--- config.mk ---
export PLATFORM = sky130hd
export DESIGN_NAME = packet_crc_link_monitor_core
export DESIGN_NICKNAME = d
export VERILOG_FILES = /design/src/rtl/pclm_pkg.sv /design/src/rtl/pclm_bar_map.sv /design/src/rtl/pclm_tracker.sv /design/src/rtl/packet_crc_link_monitor_core.sv
export SDC_FILE = /design/constraint.sdc
export NUM_CORES = 1
export LEC_CHECK = 0
export BUFFER_PORTS_ARGS = -buffer_cell sky130_fd_sc_hd__buf_2
export CAP_MARGIN = 10
export CORE_MARGIN = 2
export CORE_UTILIZATION = 54
export DETAILED_ROUTE_END_ITERATION = 10
export PLACE_DENSITY = 0.77
export SETUP_SLACK_MARGIN = 0.4
export SLEW_MARGIN = 10
export SYNTH_ARGS = -nofsm -noshare
export SYNTH_HDL_FRONTEND = slang
export SYNTH_SLANG_ARGS = --single-unit
--- constraint.sdc ---
create_clock -name clock -period 10.05 [get_ports clock]
set_input_delay 2.5125 -clock clock [delete_from_list [all_inputs] [get_ports clock]]
set_output_delay 2.5125 -clock clock [all_outputs]
set_load 0.02 [all_outputs]
--- src/rtl/pclm_pkg.sv ---
// Shared types, constants and the CRC-8 byte function for the packet CRC link monitor.
package pclm_pkg;

   // Configuration register indexes
   localparam int CsrIdxW = 1;
   localparam int CsrDataW = 16;
   localparam logic [CsrIdxW-1:0] CSR_TIMEOUT_TICKS = 1'd0;
   localparam logic [CsrIdxW-1:0] CSR_SIGNAL_FLOOR = 1'd1;

   localparam logic [15:0] TimeoutReset = 16'd1000;
   localparam logic signed [8:0] FloorReset = -9'sd130;

   // CRC-8, reflected, polynomial 0x8C, initial value zero
   localparam logic [7:0] CrcPoly = 8'h8C;
   localparam logic [7:0] CrcInit = 8'h00;

   // Bar mapping thresholds in dBm
   localparam logic signed [8:0] RawOffset = 9'sd255;
   localparam logic signed [8:0] ClampDbm = -9'sd91;
   localparam logic signed [8:0] RedTopDbm = -9'sd62;
   localparam logic signed [8:0] YellowTopDbm = -9'sd32;
   localparam logic signed [8:0] RedBase = 9'sd91;
   localparam logic signed [8:0] YellowBase = 9'sd61;
   localparam logic signed [8:0] GreenBase = 9'sd31;

   // x*7/29 and x*7/31 for x up to 31 as x*M >> 13 (reciprocal of the divisor times seven)
   localparam logic [10:0] Div29Mul = 11'd1981;
   localparam logic [10:0] Div31Mul = 11'd1855;
   localparam int DivShift = 13;
   localparam logic [3:0] LevelFull = 4'd8;

   typedef enum logic {
      OP_BYTE = 1'b0,
      OP_TICK = 1'b1
   } op_type;

   typedef enum logic {
      EV_PACKET = 1'b0,
      EV_SIGNAL_LOST = 1'b1
   } event_type;

   typedef enum logic [1:0] {
      COLOR_RED = 2'd0,
      COLOR_YELLOW = 2'd1,
      COLOR_GREEN = 2'd2
   } color_type;

   typedef struct packed {
      op_type operation;
      logic [7:0] byte_value;
      logic [7:0] rssi_raw;
   } item_type;

   typedef struct packed {
      logic [3:0] level;
      color_type color;
   } bar_type;

   typedef struct packed {
      event_type event_kind;
      logic crc_ok;
      logic [31:0] packet_total;
      logic [31:0] error_total;
      logic signed [8:0] signal_dbm;
      logic bar_update;
      logic [3:0] bar_level;
      color_type bar_color;
   } result_type;

   typedef struct packed {
      logic present;
      logic [3:0] shown_level;
      color_type shown_color;
   } status_type;

   function automatic logic [7:0] crc8_byte(input logic [7:0] crc_in, input logic [7:0] data);
      logic [7:0] crc;
      logic [7:0] b;
      logic mix;
      crc = crc_in;
      b = data;
      for (int i = 0; i < 8; i++) begin
         mix = crc[0] ^ b[0];
         crc = crc >> 1;
         if (mix) begin
            crc = crc ^ CrcPoly;
         end
         b = b >> 1;
      end
      return crc;
   endfunction

endpackage

--- src/rtl/pclm_bar_map.sv ---
// Maps a signal strength in dBm to a bar level of 1 to 8 and a colour band.
module pclm_bar_map (
   input  logic signed [8:0] dbm,
   output pclm_pkg::bar_type bar
);
   import pclm_pkg::*;

   logic signed [8:0] clamped;
   logic signed [8:0] offset;
   logic [10:0] mul;
   logic [15:0] product;
   color_type color;

   always_comb begin
      clamped = (dbm < ClampDbm) ? ClampDbm : dbm;
      priority if (clamped <= RedTopDbm) begin
         color = COLOR_RED;
         offset = clamped + RedBase;
         mul = Div29Mul;
      end else if (clamped <= YellowTopDbm) begin
         color = COLOR_YELLOW;
         offset = clamped + YellowBase;
         mul = Div29Mul;
      end else begin
         color = COLOR_GREEN;
         offset = clamped + GreenBase;
         mul = Div31Mul;
      end
      // The offset lies in 0 to 31 inside each band.
      product = 16'(offset[4:0]) * 16'(mul);
      bar.level = {1'b0, product[DivShift +: 3]} + 4'd1;
      bar.color = color;
   end

endmodule

--- src/rtl/pclm_tracker.sv ---
// Packet state, CRC check, counters, idle timer and bar display tracking.
module pclm_tracker #(
   parameter int PACKET_BYTES = 44
) (
   input  logic clock,
   input  logic reset,
   input  logic step_en,
   input  pclm_pkg::item_type item,
   input  logic [15:0] timeout_ticks,
   input  logic signed [8:0] signal_floor_dbm,
   output logic res_valid,
   output pclm_pkg::result_type result,
   output pclm_pkg::status_type status
);
   import pclm_pkg::*;

   localparam int PosW = (PACKET_BYTES > 1) ? $clog2(PACKET_BYTES) : 1;
   localparam logic [PosW-1:0] LastPos = PosW'(PACKET_BYTES - 1);

   logic [PosW-1:0] pos_ff, pos_in;
   logic [7:0] crc_ff, crc_in;
   logic [31:0] pkt_ff, pkt_in;
   logic [31:0] err_ff, err_in;
   logic [15:0] idle_ff, idle_in;
   status_type shown_ff, shown_in;

   logic [15:0] idle_sat;
   logic signed [8:0] dbm;
   logic crc_match;
   logic above_floor;
   logic changed;
   bar_type bar;

   pclm_bar_map u_bar_map (
      .dbm(dbm),
      .bar(bar)
   );

   always_comb begin
      idle_sat = (idle_ff == 16'hFFFF) ? idle_ff : idle_ff + 16'd1;
      dbm = $signed({1'b0, item.rssi_raw}) - RawOffset;
      crc_match = (crc_ff == item.byte_value);
      above_floor = (dbm >= signal_floor_dbm);
      changed = (bar.level != shown_ff.shown_level) || (bar.color != shown_ff.shown_color)
                || !shown_ff.present;
   end

   always_comb begin
      pos_in = pos_ff;
      crc_in = crc_ff;
      pkt_in = pkt_ff;
      err_in = err_ff;
      idle_in = idle_ff;
      shown_in = shown_ff;
      res_valid = 1'b0;
      result.event_kind = EV_PACKET;
      result.crc_ok = 1'b0;
      result.packet_total = pkt_ff;
      result.error_total = err_ff;
      result.signal_dbm = '0;
      result.bar_update = 1'b0;
      result.bar_level = '0;
      result.bar_color = COLOR_RED;
      unique case (item.operation)
         OP_TICK: begin
            idle_in = idle_sat;
            if (idle_sat >= timeout_ticks && shown_ff.present) begin
               res_valid = 1'b1;
               result.event_kind = EV_SIGNAL_LOST;
               result.bar_update = 1'b1;
               result.bar_level = LevelFull;
               shown_in.present = 1'b0;
               shown_in.shown_level = '0;
               shown_in.shown_color = COLOR_RED;
            end
         end
         OP_BYTE: begin
            if (pos_ff != LastPos) begin
               crc_in = crc8_byte(crc_ff, item.byte_value);
               pos_in = pos_ff + PosW'(1);
            end else begin
               res_valid = 1'b1;
               pos_in = '0;
               crc_in = CrcInit;
               idle_in = '0;
               pkt_in = pkt_ff + 32'd1;
               err_in = crc_match ? err_ff : err_ff + 32'd1;
               result.crc_ok = crc_match;
               result.packet_total = pkt_in;
               result.error_total = err_in;
               result.signal_dbm = dbm;
               // Below the floor the bar is left as it is and the fields read zero.
               if (above_floor) begin
                  result.bar_level = bar.level;
                  result.bar_color = bar.color;
                  result.bar_update = changed;
                  if (changed) begin
                     shown_in.present = 1'b1;
                     shown_in.shown_level = bar.level;
                     shown_in.shown_color = bar.color;
                  end
               end
            end
         end
         default: ;
      endcase
   end

   always_ff @(posedge clock) begin
      if (reset) begin
         pos_ff <= '0;
         crc_ff <= CrcInit;
         pkt_ff <= '0;
         err_ff <= '0;
         idle_ff <= '0;
         shown_ff <= '0;
      end else if (step_en) begin
         pos_ff <= pos_in;
         crc_ff <= crc_in;
         pkt_ff <= pkt_in;
         err_ff <= err_in;
         idle_ff <= idle_in;
         shown_ff <= shown_in;
      end
   end

   assign status = shown_ff;

endmodule

--- src/rtl/packet_crc_link_monitor_core.sv ---
// Top level of the packet CRC link monitor: input register, tracker and result register.
//
// Input words on req_ carry either one packet byte (req_tuser low) or one millisecond
// tick (req_tuser high). Every PACKET_BYTES-th byte closes a packet: it is compared with
// the reflected CRC-8 of the bytes before it and, with the RSSI sent alongside, gives one
// result word on rsp_ with the packet and error totals, the level in dBm and the bar
// level and colour. A tick gives a signal-lost word once the idle time reaches
// timeout_ticks while a bar is shown. All other words give no result.
// A word is held in the input register and processed there, and its result lands in the
// result register, which drives rsp_tvalid.
// One word is taken every cycle as long as the result register is empty or being read.
// When rsp_tready stays low the full result register holds its word; words that give no
// result still pass, and req_tready drops only when a result is waiting behind it.
// The csr_ port writes timeout_ticks (index 0) and signal_floor_dbm (index 1); the user
// must make writes only while the block is idle, and the block itself does not enforce it.
// Synchronous reset clears the counters, the CRC, the byte position and the bar state,
// empties both registers and restores the registers to 1000 ticks and -130 dBm.
module packet_crc_link_monitor_core #(
   parameter int PACKET_BYTES = 44
) (
   input  logic clock,
   input  logic reset,
   input  logic req_tvalid,
   output logic req_tready,
   input  logic [15:0] req_tdata,   // byte_value[7:0], rssi_raw[15:8]
   input  logic req_tuser,          // operation
   output logic rsp_tvalid,
   input  logic rsp_tready,
   output logic [87:0] rsp_tdata,   // crc_ok, packet_total, error_total, signal_dbm,
                                    // bar_update, bar_level, bar_color, zero fill
   output logic rsp_tuser,          // event_kind
   input  logic csr_we,
   input  logic [pclm_pkg::CsrIdxW-1:0] csr_index,
   input  logic [pclm_pkg::CsrDataW-1:0] csr_wdata
);
   import pclm_pkg::*;

   logic s1_valid_ff, s1_valid_in;
   item_type s1_item_ff;
   logic rsp_valid_ff, rsp_valid_in;
   result_type rsp_ff;
   logic [15:0] timeout_ff;
   logic signed [8:0] floor_ff;

   logic res_valid;
   result_type result;
   status_type status;
   logic out_free;
   logic step;
   logic req_take;

   pclm_tracker #(
      .PACKET_BYTES(PACKET_BYTES)
   ) u_tracker (
      .clock(clock),
      .reset(reset),
      .step_en(step),
      .item(s1_item_ff),
      .timeout_ticks(timeout_ff),
      .signal_floor_dbm(floor_ff),
      .res_valid(res_valid),
      .result(result),
      .status(status)
   );

   always_comb begin
      out_free = !rsp_valid_ff || rsp_tready;
      step = s1_valid_ff && (!res_valid || out_free);
      req_tready = !s1_valid_ff || step;
      req_take = req_tvalid && req_tready;
      s1_valid_in = req_take ? 1'b1 : (step ? 1'b0 : s1_valid_ff);
      rsp_valid_in = (step && res_valid) ? 1'b1 : (rsp_tready ? 1'b0 : rsp_valid_ff);
   end

   always_ff @(posedge clock) begin
      if (reset) begin
         s1_valid_ff <= 1'b0;
         rsp_valid_ff <= 1'b0;
         timeout_ff <= TimeoutReset;
         floor_ff <= FloorReset;
      end else begin
         s1_valid_ff <= s1_valid_in;
         rsp_valid_ff <= rsp_valid_in;
         if (csr_we) begin
            unique case (csr_index)
               CSR_TIMEOUT_TICKS: timeout_ff <= csr_wdata;
               CSR_SIGNAL_FLOOR: floor_ff <= $signed(csr_wdata[8:0]);
               default: ;
            endcase
         end
      end
   end

   always_ff @(posedge clock) begin
      if (req_take) begin
         s1_item_ff.operation <= op_type'(req_tuser);
         s1_item_ff.byte_value <= req_tdata[7:0];
         s1_item_ff.rssi_raw <= req_tdata[15:8];
      end
      if (step && res_valid) begin
         rsp_ff <= result;
      end
   end

   assign rsp_tvalid = rsp_valid_ff;
   assign rsp_tuser = rsp_ff.event_kind;
   assign rsp_tdata = {7'd0, rsp_ff.bar_color, rsp_ff.bar_level, rsp_ff.bar_update,
                       rsp_ff.signal_dbm, rsp_ff.error_total, rsp_ff.packet_total,
                       rsp_ff.crc_ok};

   // A shown bar always has a real level; with no signal nothing is shown.
   assert property (@(posedge clock) disable iff (reset)
      status.present |-> (status.shown_level >= 4'd1 && status.shown_level <= LevelFull))
      else $error("shown bar level out of range");

   assert property (@(posedge clock) disable iff (reset)
      !status.present |-> (status.shown_level == 4'd0 && status.shown_color == COLOR_RED))
      else $error("bar state not cleared without signal");

   // A waiting signal-lost word means the bar state has been dropped.
   assert property (@(posedge clock) disable iff (reset)
      (rsp_valid_ff && rsp_ff.event_kind == EV_SIGNAL_LOST) |-> !status.present)
      else $error("signal still present after loss report");

   // A waiting redraw request matches what the tracker now shows.
   assert property (@(posedge clock) disable iff (reset)
      (rsp_valid_ff && rsp_ff.event_kind == EV_PACKET && rsp_ff.bar_update)
      |-> (status.present && status.shown_level == rsp_ff.bar_level
           && status.shown_color == rsp_ff.bar_color))
      else $error("redraw word disagrees with shown bar");

endmodule
==> results.md, run 1 <==
* Main flop type after synthesis: dfxtp_1
* Yosys Warn Count at 0
* Register area share after synthesis at 44.7%
* Post-Synthesis Cells at 1296
* Max stage delay cell, worst path: edfxtp_1
* Critical path class: flip-flop to flip-flop
* Drt pass-1 iters at 5
* Final setup fails at 0
* CP max stage delay at 0.54 ns
* Fin crit period at 9.05 ns
* Hold WC Path Type: flip-flop to flip-flop
* CTS root buffer: clkbuf_16
* Num Clock Sinks at 227
* Fmax at about 0.11 GHz
* HPWL after DPL at ~18 mm
* # port buffers at 122
* Clk_skew at 0.0136 ns
* CTS tree: yes
* TritonCTS Buffers at 24
* Layout area overhead at 13.5%
* Starting density of the core at 54.8%
* Core box area at 22600 sq um
* Initial antenna violation count at 1
* Synthesized cell area at about 12000 sq um
* Largest cells by area after synthesis: edfxtp_1, dfxtp_1, xnor2_1, ha_1, nor2_1
* Period utilization at 90.1%
* Lkg Pwr at 5.83 nW
* Final core occ at 62.2%
* Peak VDD IR at between 0.0003 and 0.0004 V
* Area of the die at 24200 sq um
* Vias in the first global route at approximately 9000
* Yosys reg bits at 227
* Slew @ Worst Pin at 1.13 ns
* Wirelength per Cell at 15.1 um
* Largest net degree at the start of global routing at just over 100
* Crit. End Element: flip-flop
* Max Slew Vio Count at 0
* RD Place Congestion at just under 0.9
* Routed Antenna Nets at 0
* Synth Area per Inst at 9.55 sq um
* Vias per std cell at 5.44
* Number of enable flip-flop cells after synthesis at 99
* Setup TNS at 0 ns
* Type of origin of the critical path: flip-flop
* Count leader, synth: nor2_1
* Top cell types by occurrence after synthesis: nor2_1, nand2_1, dfxtp_1, xnor2_1, edfxtp_1
* Worst EP required at 10.49 ns
* Final nets at approximately 1500
* DRT iter0 DRCs at 539
* I/O Pins at 130
* Max FO, Critical Path at 10
* First-pass GRT wire length at 42.4 mm
* GRT Total Usage at 21.3%
* Detailed-route DRC error count at 0
* Die height at 155 um
* Clk_lat worst skew at about 0.52 ns
* Post-Route WL at 25.8 mm
* Die Wd at 155 um
* Clk buf depth at 3
* Worst path most repeated cell: ha_1
* Outcome: completed
* Layout cells sized above 1 at 13.7%
* Reg clk slew, reported paths at 0.06 ns
* Synth top area share at 24.0%
* Worst slew margin at 24.4%
* Post-synth cell types at between 70 and 80
* Total gr overflow at 0
* H-tree level count at 1
* Final number of hold-violating endpoints at 0
* Row count at 55
* Postcts setup bufs at 0
* Routed vias at 9297
* WP data arrival at 9.50 ns
* Ys async rst share at 0%
* Maxcap violations at 0
* RSZ-0062 raised after global routing: false
* PwrDens at 210 nW/um^2
* Biggest area consumer among synthesized cells: edfxtp_1
[through the flow]
step                power [mW]  hold WS, ns  setup slack [ns]  area, sq um  cells
floorplan                 1.84        0.434              1.73        12400   1302
global placement          2.02        0.447              1.09        13200   1662
detailed placement        2.06        0.452             0.770        13200   1662
CTS                       2.94        0.461             0.740        14000   1706
global route              3.15        0.483             0.426        14000   1708
finish                    2.95        0.458             0.998        14000   1708
[critical path, delay by kind of cell, from the launching register on]
family	cells	cell delay (ns)
flops	1	0.54
simple gates	7	1.18
xor+xnor	4	1.07
fa+ha+maj	8	3.16
compound gates	12	2.64
buf+inv	3	0.38
[cell families (layout without fill, tap and decap cells)]
family / Yosys count / after routing / synth area share [%]
xor+xnor: 170 / 170 / 12.1
mux: 12 / 12 / 0.980
buf+inv: 132 / 252 / 4.21
compound gates: 160 / 160 / 9.10
fa+ha+maj: 82 / 82 / 9.50
other cells: 1 / 8 / 0.0303
flops: 227 / 227 / 44.7
simple gates: 512 / 512 / 19.3
[layout make-up]
class / instances / area, sq um
inverters: 78 / 293
multi-input cells: 943 / 6390
clock buffers: 30 / 653
diodes: 1 / 2.50
repair buffers: 130 / 677
fillers: 1906 / 8520
flip-flops and latches: 227 / 5540
well taps: 285 / 357
clock inverters: 14 / 135
[sequential cells by signal (all words and copies together), names as in the netlist]
register	count
u_tracker.pos_ff	6
u_tracker.err_ff	32
u_tracker.crc_ff	8
rsp_tvalid	1
s1_item_ff	17
u_tracker.status	7
rsp_tuser	1
u_tracker.idle_ff	16
rsp_tdata	81
timeout_ff	16
u_tracker.pkt_ff	32
s1_valid_ff	1
floor_ff	9
[per-layer routing]
metal	GRT usage, %	vias up	share of wire (%)
li1	-	4651	-
met1	28.7	4359	45
met2	35.3	232	47
met3	3.09	55	4.9
met4	7.25	0	3.0
met5	0	-	0
[layout by cell type, fill, tap and decap left out, types with 31 or more instances in the layout]
cell type and count:
nor2_1 178, nand2_1 133, dfxtp_1 128, buf_2 121
xnor2_1 103, edfxtp_1 99, inv_1 77, xor2_1 64
ha_1 62, a21oi_1 54, nand3_1 48, nand4_1 31
[power by group]
part           internal (mW)  leakage, nW  switching (mW)
clock network          0.513        0.383           0.364
logic                  0.432         3.32           0.648
registers              0.973         2.13          0.0146
[final timing paths]
kind / start / endpoint / slack [ns] / depth (start not counted)
worst max register to register: s1_item_ff[0] / u_tracker.status[4] / 1.0 / 34
worst max-delay path: s1_item_ff[0] / u_tracker.status[4] / 1.0 / 34
worst min register to register: timeout_ff[15] / timeout_ff[15] / 0.46 / 2
worst min-delay path: timeout_ff[15] / timeout_ff[15] / 0.46 / 2
[repair_timing]
| action | 4_1_cts | 5_1_grt |
|---|---|---|
| hold buffers | 0 | 0 |
| setup endpoints to repair | 0 | 8 |
| hold endpoints to repair | 0 | 0 |
| gates resized for setup | 0 | 5 |
No activity file was read; power rests on OpenSTA's default activity.
==> run 2, diff against run 1 <==
--- a/config.mk
+++ b/config.mk
@@ -8,9 +8,9 @@
 export BUFFER_PORTS_ARGS = -buffer_cell sky130_fd_sc_hd__buf_2
 export CAP_MARGIN = 10
 export CORE_MARGIN = 2
-export CORE_UTILIZATION = 54
+export CORE_UTILIZATION = 52
 export DETAILED_ROUTE_END_ITERATION = 10
-export PLACE_DENSITY = 0.77
+export PLACE_DENSITY = 0.72
 export SETUP_SLACK_MARGIN = 0.4
 export SLEW_MARGIN = 10
 export SYNTH_ARGS = -nofsm -noshare
==> constraint.sdc (replaced) <==
create_clock -name clock -period 9.5 [get_ports clock]
set_input_delay 2.375 -clock clock [delete_from_list [all_inputs] [get_ports clock]]
set_output_delay 2.375 -clock clock [all_outputs]
set_load 0.02 [all_outputs]
==> results.md, run 2 (synthesis gave the netlist of run 1 again) <==
* RSZ-0062 raised after global routing: false
* Worst hold stages at 2 (unchanged)
* Largest net degree at the start of global routing at 66 (-36%)
* Most common cell after layout, fill and taps aside: nor2_1
* CTS root buffer: clkbuf_16
* Max reg flops at 81 (unchanged)
* Worst path most repeated cell: ha_1
* Slew @ Worst Pin at 1.20 ns (+0.0695 ns)
* Total gr overflow at 0 (unchanged)
* Max stage delay cell, worst path: fa_1
* RD Place Congestion at 0.887 (+2.1%)
* Post-Route WL at 26.1 mm (+1.4%)
* PwrDens at 224 nW/um^2 (+7.0%)
* Max Slew Vio Count at 0 (unchanged)
* Vias per std cell at 5.30 (-2.6%)
* # hold bufs at CTS at 0 (unchanged)
* Row count at 56 (+1.8%)
* Worst slew margin at 19.3% (-5.1 points)
* Core box area at 23400 sq um (+3.7%)
* Routed vias at 9319 (+0.24%)
* Clk buf depth at 3 (unchanged)
* H-tree level count at 1 (unchanged)
* Reg clk slew, reported paths at 0.06 ns (about the same)
* Area of the die at 25100 sq um (+3.7%)
* # port buffers at 122 (unchanged)
* Maxcap violations at 0 (unchanged)
* Routed Antenna Nets at 0 (unchanged)
* CTS tree: yes
* Reg2Reg Depth at 34 (unchanged)
* DRT iter0 DRCs at 396 (-27%)
* Final number of hold-violating endpoints at 0 (unchanged)
* Footprint of the flip-flops and latches at 5540 sq um (unchanged)
* Fin crit period at 8.59 ns (-0.458 ns)
* HPWL after DPL at 18.8 mm (+2.5%)
* Initial antenna violation count at 0 (-1)
* Type of origin of the critical path: flip-flop
* Worst EP required at 9.95 ns (-0.54 ns)
* Fill cells at 2028 (+6.4%)
* I/O Pins at 130 (unchanged)
* First-pass GRT wire length at 43.2 mm (+1.7%)
* Detailed-route DRC error count at 0 (unchanged)
* Layout cells sized above 1 at 14.7% (+0.96 points)
* Clk_lat worst skew at 0.53 ns (about the same)
* Num Clock Sinks at 227 (unchanged)
* Most frequent cells in the layout: nor2_1, nand2_1, dfxtp_1, buf_2, xnor2_1
* Outcome: completed
* Drt pass-1 iters at 5 (unchanged)
* Final core occ at 60.8% (-1.4 points)
* Crit. End Element: flip-flop
* Fin Hold WS at 0.457 ns (-0.000695 ns)
* Period utilization at 90.5% (+0.40 points)
* Lkg Pwr at 5.33 nW (-8.7%)
* Wirelength per Cell at 14.9 um (-1.5%)
* Multi-input logic area at 6410 sq um (+0.23%)
* Fmax at 0.116 GHz (+5.3%)
* Setup TNS at 0 ns (unchanged)
* Peak VDD IR at 0.000383 V (+16%)
* TritonCTS Buffers at 25 (+4.2%)
* Critical path class: flip-flop to flip-flop
* Diode count at 0 (-1)
* Final nets at 1540 (+0.98%)
* Pre-CTS setup slack at 0.380 ns (-0.389 ns)
* WP data arrival at 9.05 ns (-0.45 ns)
* Hold WC Path Type: flip-flop to flip-flop
* Final setup fails at 0 (unchanged)
* Max FO, Critical Path at 7 (-3)
* CP max stage delay at 0.60 ns (+0.06 ns)
* Vias in the first global route at 8953 (+1.3%)
* Post-route worst setup slack at 0.905 ns (-0.0923 ns)
* Die Wd at 158 um (+1.9%)
* Clk_skew at 0.0194 ns (+0.00585 ns)
* Die height at 158 um (+1.9%)
* Starting density of the core at 52.9% (-1.9 points)
* Layout area overhead at 14.9%
* GRT Total Usage at 21.2% (-0.084 points)
run 2: cell types whose count changed in the layout (fill, tap and decap cells not counted), sizes merged:
cell,before,now
buf,130,144
clkbuf,30,35
clkinv,9,6
clkinvlp,2,1
diode,1,0
inv,79,80
run 2: critical path: cells and delay by family (launching register included):
family | cells | cell delay [ns]
AO/OA/AOI/OAI | 15 | 3.24
XOR/XNOR | 2 | 0.37
adder cells (fa/ha/maj) | 7 | 2.92
buffers and inverters | 5 | 0.66
flip-flops | 1 | 0.50
AND/OR/NAND/NOR | 5 | 0.86
run 2: cell type report:
cell class / count / share of cell area [%]
Inverter: 78 / 2.06
Clock buffer: 35 / 4.80
Multi-Input combinational cell: 943 / 45.1
Tap cell: 319 / 2.81
Clock inverter: 11 / 0.897
Sequential cell: 227 / 38.9
Timing Repair Buffer: 144 / 5.47
run 2: per-layer routing:
metal  part of all wire, %  up-vias  track usage [%]
met5                     0        -                0
met4                   2.5        0             6.09
met3                   4.9       47             2.80
met2                    48      234             36.7
met1                    45     4348             27.8
li1                      -     4690                -
run 2: final timing paths:
kind | start | slack, ns | endpoint
max | s1_item_ff[0] | 0.91 | u_tracker.status[5]
max reg2reg | s1_item_ff[0] | 0.91 | u_tracker.status[5]
min | timeout_ff[10] | 0.46 | timeout_ff[10]
min reg2reg | timeout_ff[10] | 0.46 | timeout_ff[10]
run 2: repair_timing:
item	CTS	global route
pin swaps	0	3
endpoints found under the setup margin	6	9
gates resized for setup	1	7
buffers inserted	0	9
run 2: per-stage QoR:
stage,cell area (sq um),power (mW),std cells
6_report,14200,3.19,1757
5_1_grt,14200,3.41,1757
4_1_cts,14100,3.15,1748
3_5_place_dp,13300,2.19,1702
3_3_place_gp,13300,2.15,1702
2_1_floorplan,12400,1.95,1302
run 2: report_power, final:
part / switching (mW) / internal (mW) / total, mW
registers: 0.0158 / 1.03 / 1.04
logic: 0.696 / 0.501 / 1.20
clock network: 0.388 / 0.561 / 0.949
==> run 3, diff against run 2 <==
--- a/config.mk
+++ b/config.mk
@@ -5,6 +5,7 @@
 export SDC_FILE = /design/constraint.sdc
 export NUM_CORES = 1
 export LEC_CHECK = 0
+export ABC_AREA = 1
 export BUFFER_PORTS_ARGS = -buffer_cell sky130_fd_sc_hd__buf_2
 export CAP_MARGIN = 10
 export CORE_MARGIN = 2
==> results.md, run 3 <==
* Final setup fails at 0 (unchanged)
* Post-synth cell types at 56 (-23%)
* Synthesized cell area at 13000 sq um (+5.1%)
* Post-route cell area at 14800 sq um (+4.0%)
* Seq pwr share at 31.5% (-1.2 points)
* # port buffers at 122 (unchanged)
* Detailed-route DRC error count at 0 (unchanged)
* # hold bufs at CTS at 0 (unchanged)
* Fin crit period at 8.54 ns (-0.0523 ns)
* Routed vias at 10300 (+11%)
* Critical path class: flip-flop to flip-flop
* Worst Min Path Start: timeout_ff[15]
* Worst path most repeated cell: nand2_1
* Max reg flops at 81 (unchanged)
* Outcome: completed
* Clk buf depth at 3 (unchanged)
* RSZ-0062 raised after global routing: false
* Starting density of the core at 53.2% (+0.28 points)
* Crit. End Element: flip-flop
* Max Slew Vio Count at 0 (unchanged)
* Main flop type after synthesis: dfxtp_1
* I/O Pins at 130 (unchanged)
* Peak VDD IR at 0.000352 V (-8.0%)
* Sw Share at 36.2% (+1.7 points)
* Lkg Pwr at 6.62 nW (+24%)
* Final nets at 1794 (+16%)
* Hold WC Path Type: flip-flop to flip-flop
* Post-Route WL at 28.4 mm (+8.6%)
* Worst slew margin at 22.3% (+3.0 points)
* Type of origin of the critical path: flip-flop
* Ys async rst share at 0% (unchanged)
* R2R setup slack at 0.96 ns (+0.05 ns)
* Final number of hold-violating endpoints at 0 (unchanged)
* RD Place Congestion at 0.837 (-5.6%)
* Area of the die at 26300 sq um (+4.9%)
* CP bufs+invs at 5 (unchanged)
* Internal power at 2.12 mW (+1.2%)
* Layout cells sized above 1 at 16.3% (+1.6 points)
* Vias in the first global route at 9928 (+11%)
* Most frequent cells in the layout: nand2_1, inv_1, dfxtp_1, o21ai_0, buf_2
* Clk pwr share at 29.0% (-0.7 points)
* First-pass GRT wire length at 47.0 mm (+8.9%)
* TritonCTS Buffers at 25 (unchanged)
* Clk_lat worst skew at 0.52 ns (about the same)
* Gate power share at 39.5% (+2.0 points)
* Row count at 57 (+1.8%)
* Reg-to-reg startpoint: s1_item_ff[0]
* Clk_skew at 0.0163 ns (-0.00307 ns)
* Initial antenna violation count at 0 (unchanged)
* Routed Antenna Nets at 0 (unchanged)
* Yosys reg bits at 227 (unchanged)
* Diode count at 0 (unchanged)
* Wirelength per Cell at 14.1 um (-5.4%)
* Drt pass-1 iters at 5 (unchanged)
* Most common cell after layout, fill and taps aside: nand2_1
* Slew @ Worst Pin at 1.17 ns (-0.0387 ns)
* DRT iter0 DRCs at 644 (+63%)
* H-tree level count at 1 (unchanged)
* CTS root buffer: clkbuf_16
* Final core occ at 60.5% (-0.33 points)
* Worst path top cell family by delay: adder cells
* Layout area overhead at 13.7%
* Top cell types by occurrence after synthesis: nand2_1, inv_1, dfxtp_1, o21ai_0, nor2_1
* Period utilization at 89.9% (-0.55 points)
* Num Clock Sinks at 227 (unchanged)
* CP max stage delay at 0.54 ns (-0.06 ns)
* Setup TNS at 0 ns (unchanged)
* Post-Synthesis Cells at 1559 (+20%)
* Reg clk slew, reported paths at 0.06 ns (about the same)
* HPWL after DPL at 20.1 mm (+6.8%)
* Biggest area consumer among synthesized cells: edfxtp_1
* WP data arrival at 8.99 ns (-0.06 ns)
* Psw at 1.20 mW (+8.9%)
* Max stage delay cell, worst path: fa_1
* Max FO, Critical Path at 9 (+2)
* Number of enable flip-flop cells after synthesis at 99 (unchanged)
* Synth Area per Inst at 8.34 sq um (-13%)
* Maxcap violations at 0 (unchanged)
* Yosys Warn Count at 0 (unchanged)
* Largest net degree at the start of global routing at 91 (+38%)
* Register area share after synthesis at 42.6% (-2.2 points)
* Die height at 162 um (+2.4%)
* PwrDens at 224 nW/um^2 (-0.10%)
* Fmax at 0.117 GHz (+0.61%)
* Synth top area share at 22.9% (-1.2 points)
* Die Wd at 162 um (+2.4%)
* Total gr overflow at 0 (unchanged)
* GRT Total Usage at 21.5% (+0.32 points)
* Vias per std cell at 5.13 (-3.3%)
* CTS tree: yes
* Count leader, synth: nand2_1
* Origin of the worst setup path: s1_item_ff[0]
* Worst EP required at 9.94 ns (about the same)
* Largest cells by area after synthesis: edfxtp_1, dfxtp_1, nand2_1, inv_1, ha_1
* DP Area at 13900 sq um (+4.3%)
* Core box area at 24500 sq um (+4.5%)
[run 3: path summary, 6_finish.rpt]
kind / to / cells after the start
setup / recovery: u_tracker.status[4] / 44
hold / removal: timeout_ff[15] / 2
setup reg to reg: u_tracker.status[4] / 44
hold reg to reg: timeout_ff[15] / 2
[run 3: stage by stage]
step	power, mW	instances	hold slack (ns)	setup slack [ns]
final	3.31	2016	0.458	0.958
after detailed placement	2.35	1965	0.455	0.492
after global routing	3.59	2016	0.482	0.358
after global placement	2.31	1965	0.449	0.888
after CTS	3.32	2011	0.464	0.434
after floorplan	2.09	1565	0.435	1.39
[run 3: layer usage]
metal,GRT usage (%),wire [um]
met1,29.1,12800
met4,4.95,438
met5,0,0
met2,36.9,13800
met3,2.86,1320
[run 3: worst register-to-register path, delay by kind of cell, from the launching register on]
family	cells	cell delay (ns)
AO/OA/AOI/OAI	6	0.87
flip-flops	1	0.50
buffers and inverters	5	0.62
XOR/XNOR	2	0.62
AND/OR/NAND/NOR	23	2.60
adder cells (fa/ha/maj)	8	3.28
[run 3: cells by family (layout without fill, tap and decap cells)]
group	Yosys count	after routing	share of synthesized area (%)
AO/OA/AOI/OAI	288	288	12.5
XOR/XNOR	95	95	6.51
adder cells (fa/ha/maj)	82	82	9.04
buffers and inverters	306	433	9.06
flip-flops	227	227	42.6
multiplexers	1	1	0.0770
other	1	7	0.0288
AND/OR/NAND/NOR	559	559	20.2
[run 3: repair_timing]
item,4_1_cts,5_1_grt
gates resized for setup,0,8
endpoints found under the setup margin,0,8
setup buffers,0,5
[run 3: power groups by stage]
stage / clock network (mW) / registers [mW] / logic [mW]
final: 0.962 / 1.04 / 1.31
after global routing: 1.03 / 1.04 / 1.51
after CTS: 0.983 / 1.04 / 1.30
after detailed placement: 0 / 1.06 / 1.29
after global placement: 0 / 1.06 / 1.25
after floorplan: 0 / 1.06 / 1.03
[run 3: layout make-up]
| cell class | count | area [sq um] |
|---|---|---|
| multi-input cells | 1032 | 6360 |
| well taps | 324 | 405 |
| repair buffers | 134 | 701 |
| clock buffers | 38 | 788 |
| flip-flops and latches | 227 | 5540 |
| inverters | 253 | 956 |
| fillers | 2143 | 9670 |
| clock inverters | 8 | 47.5 |
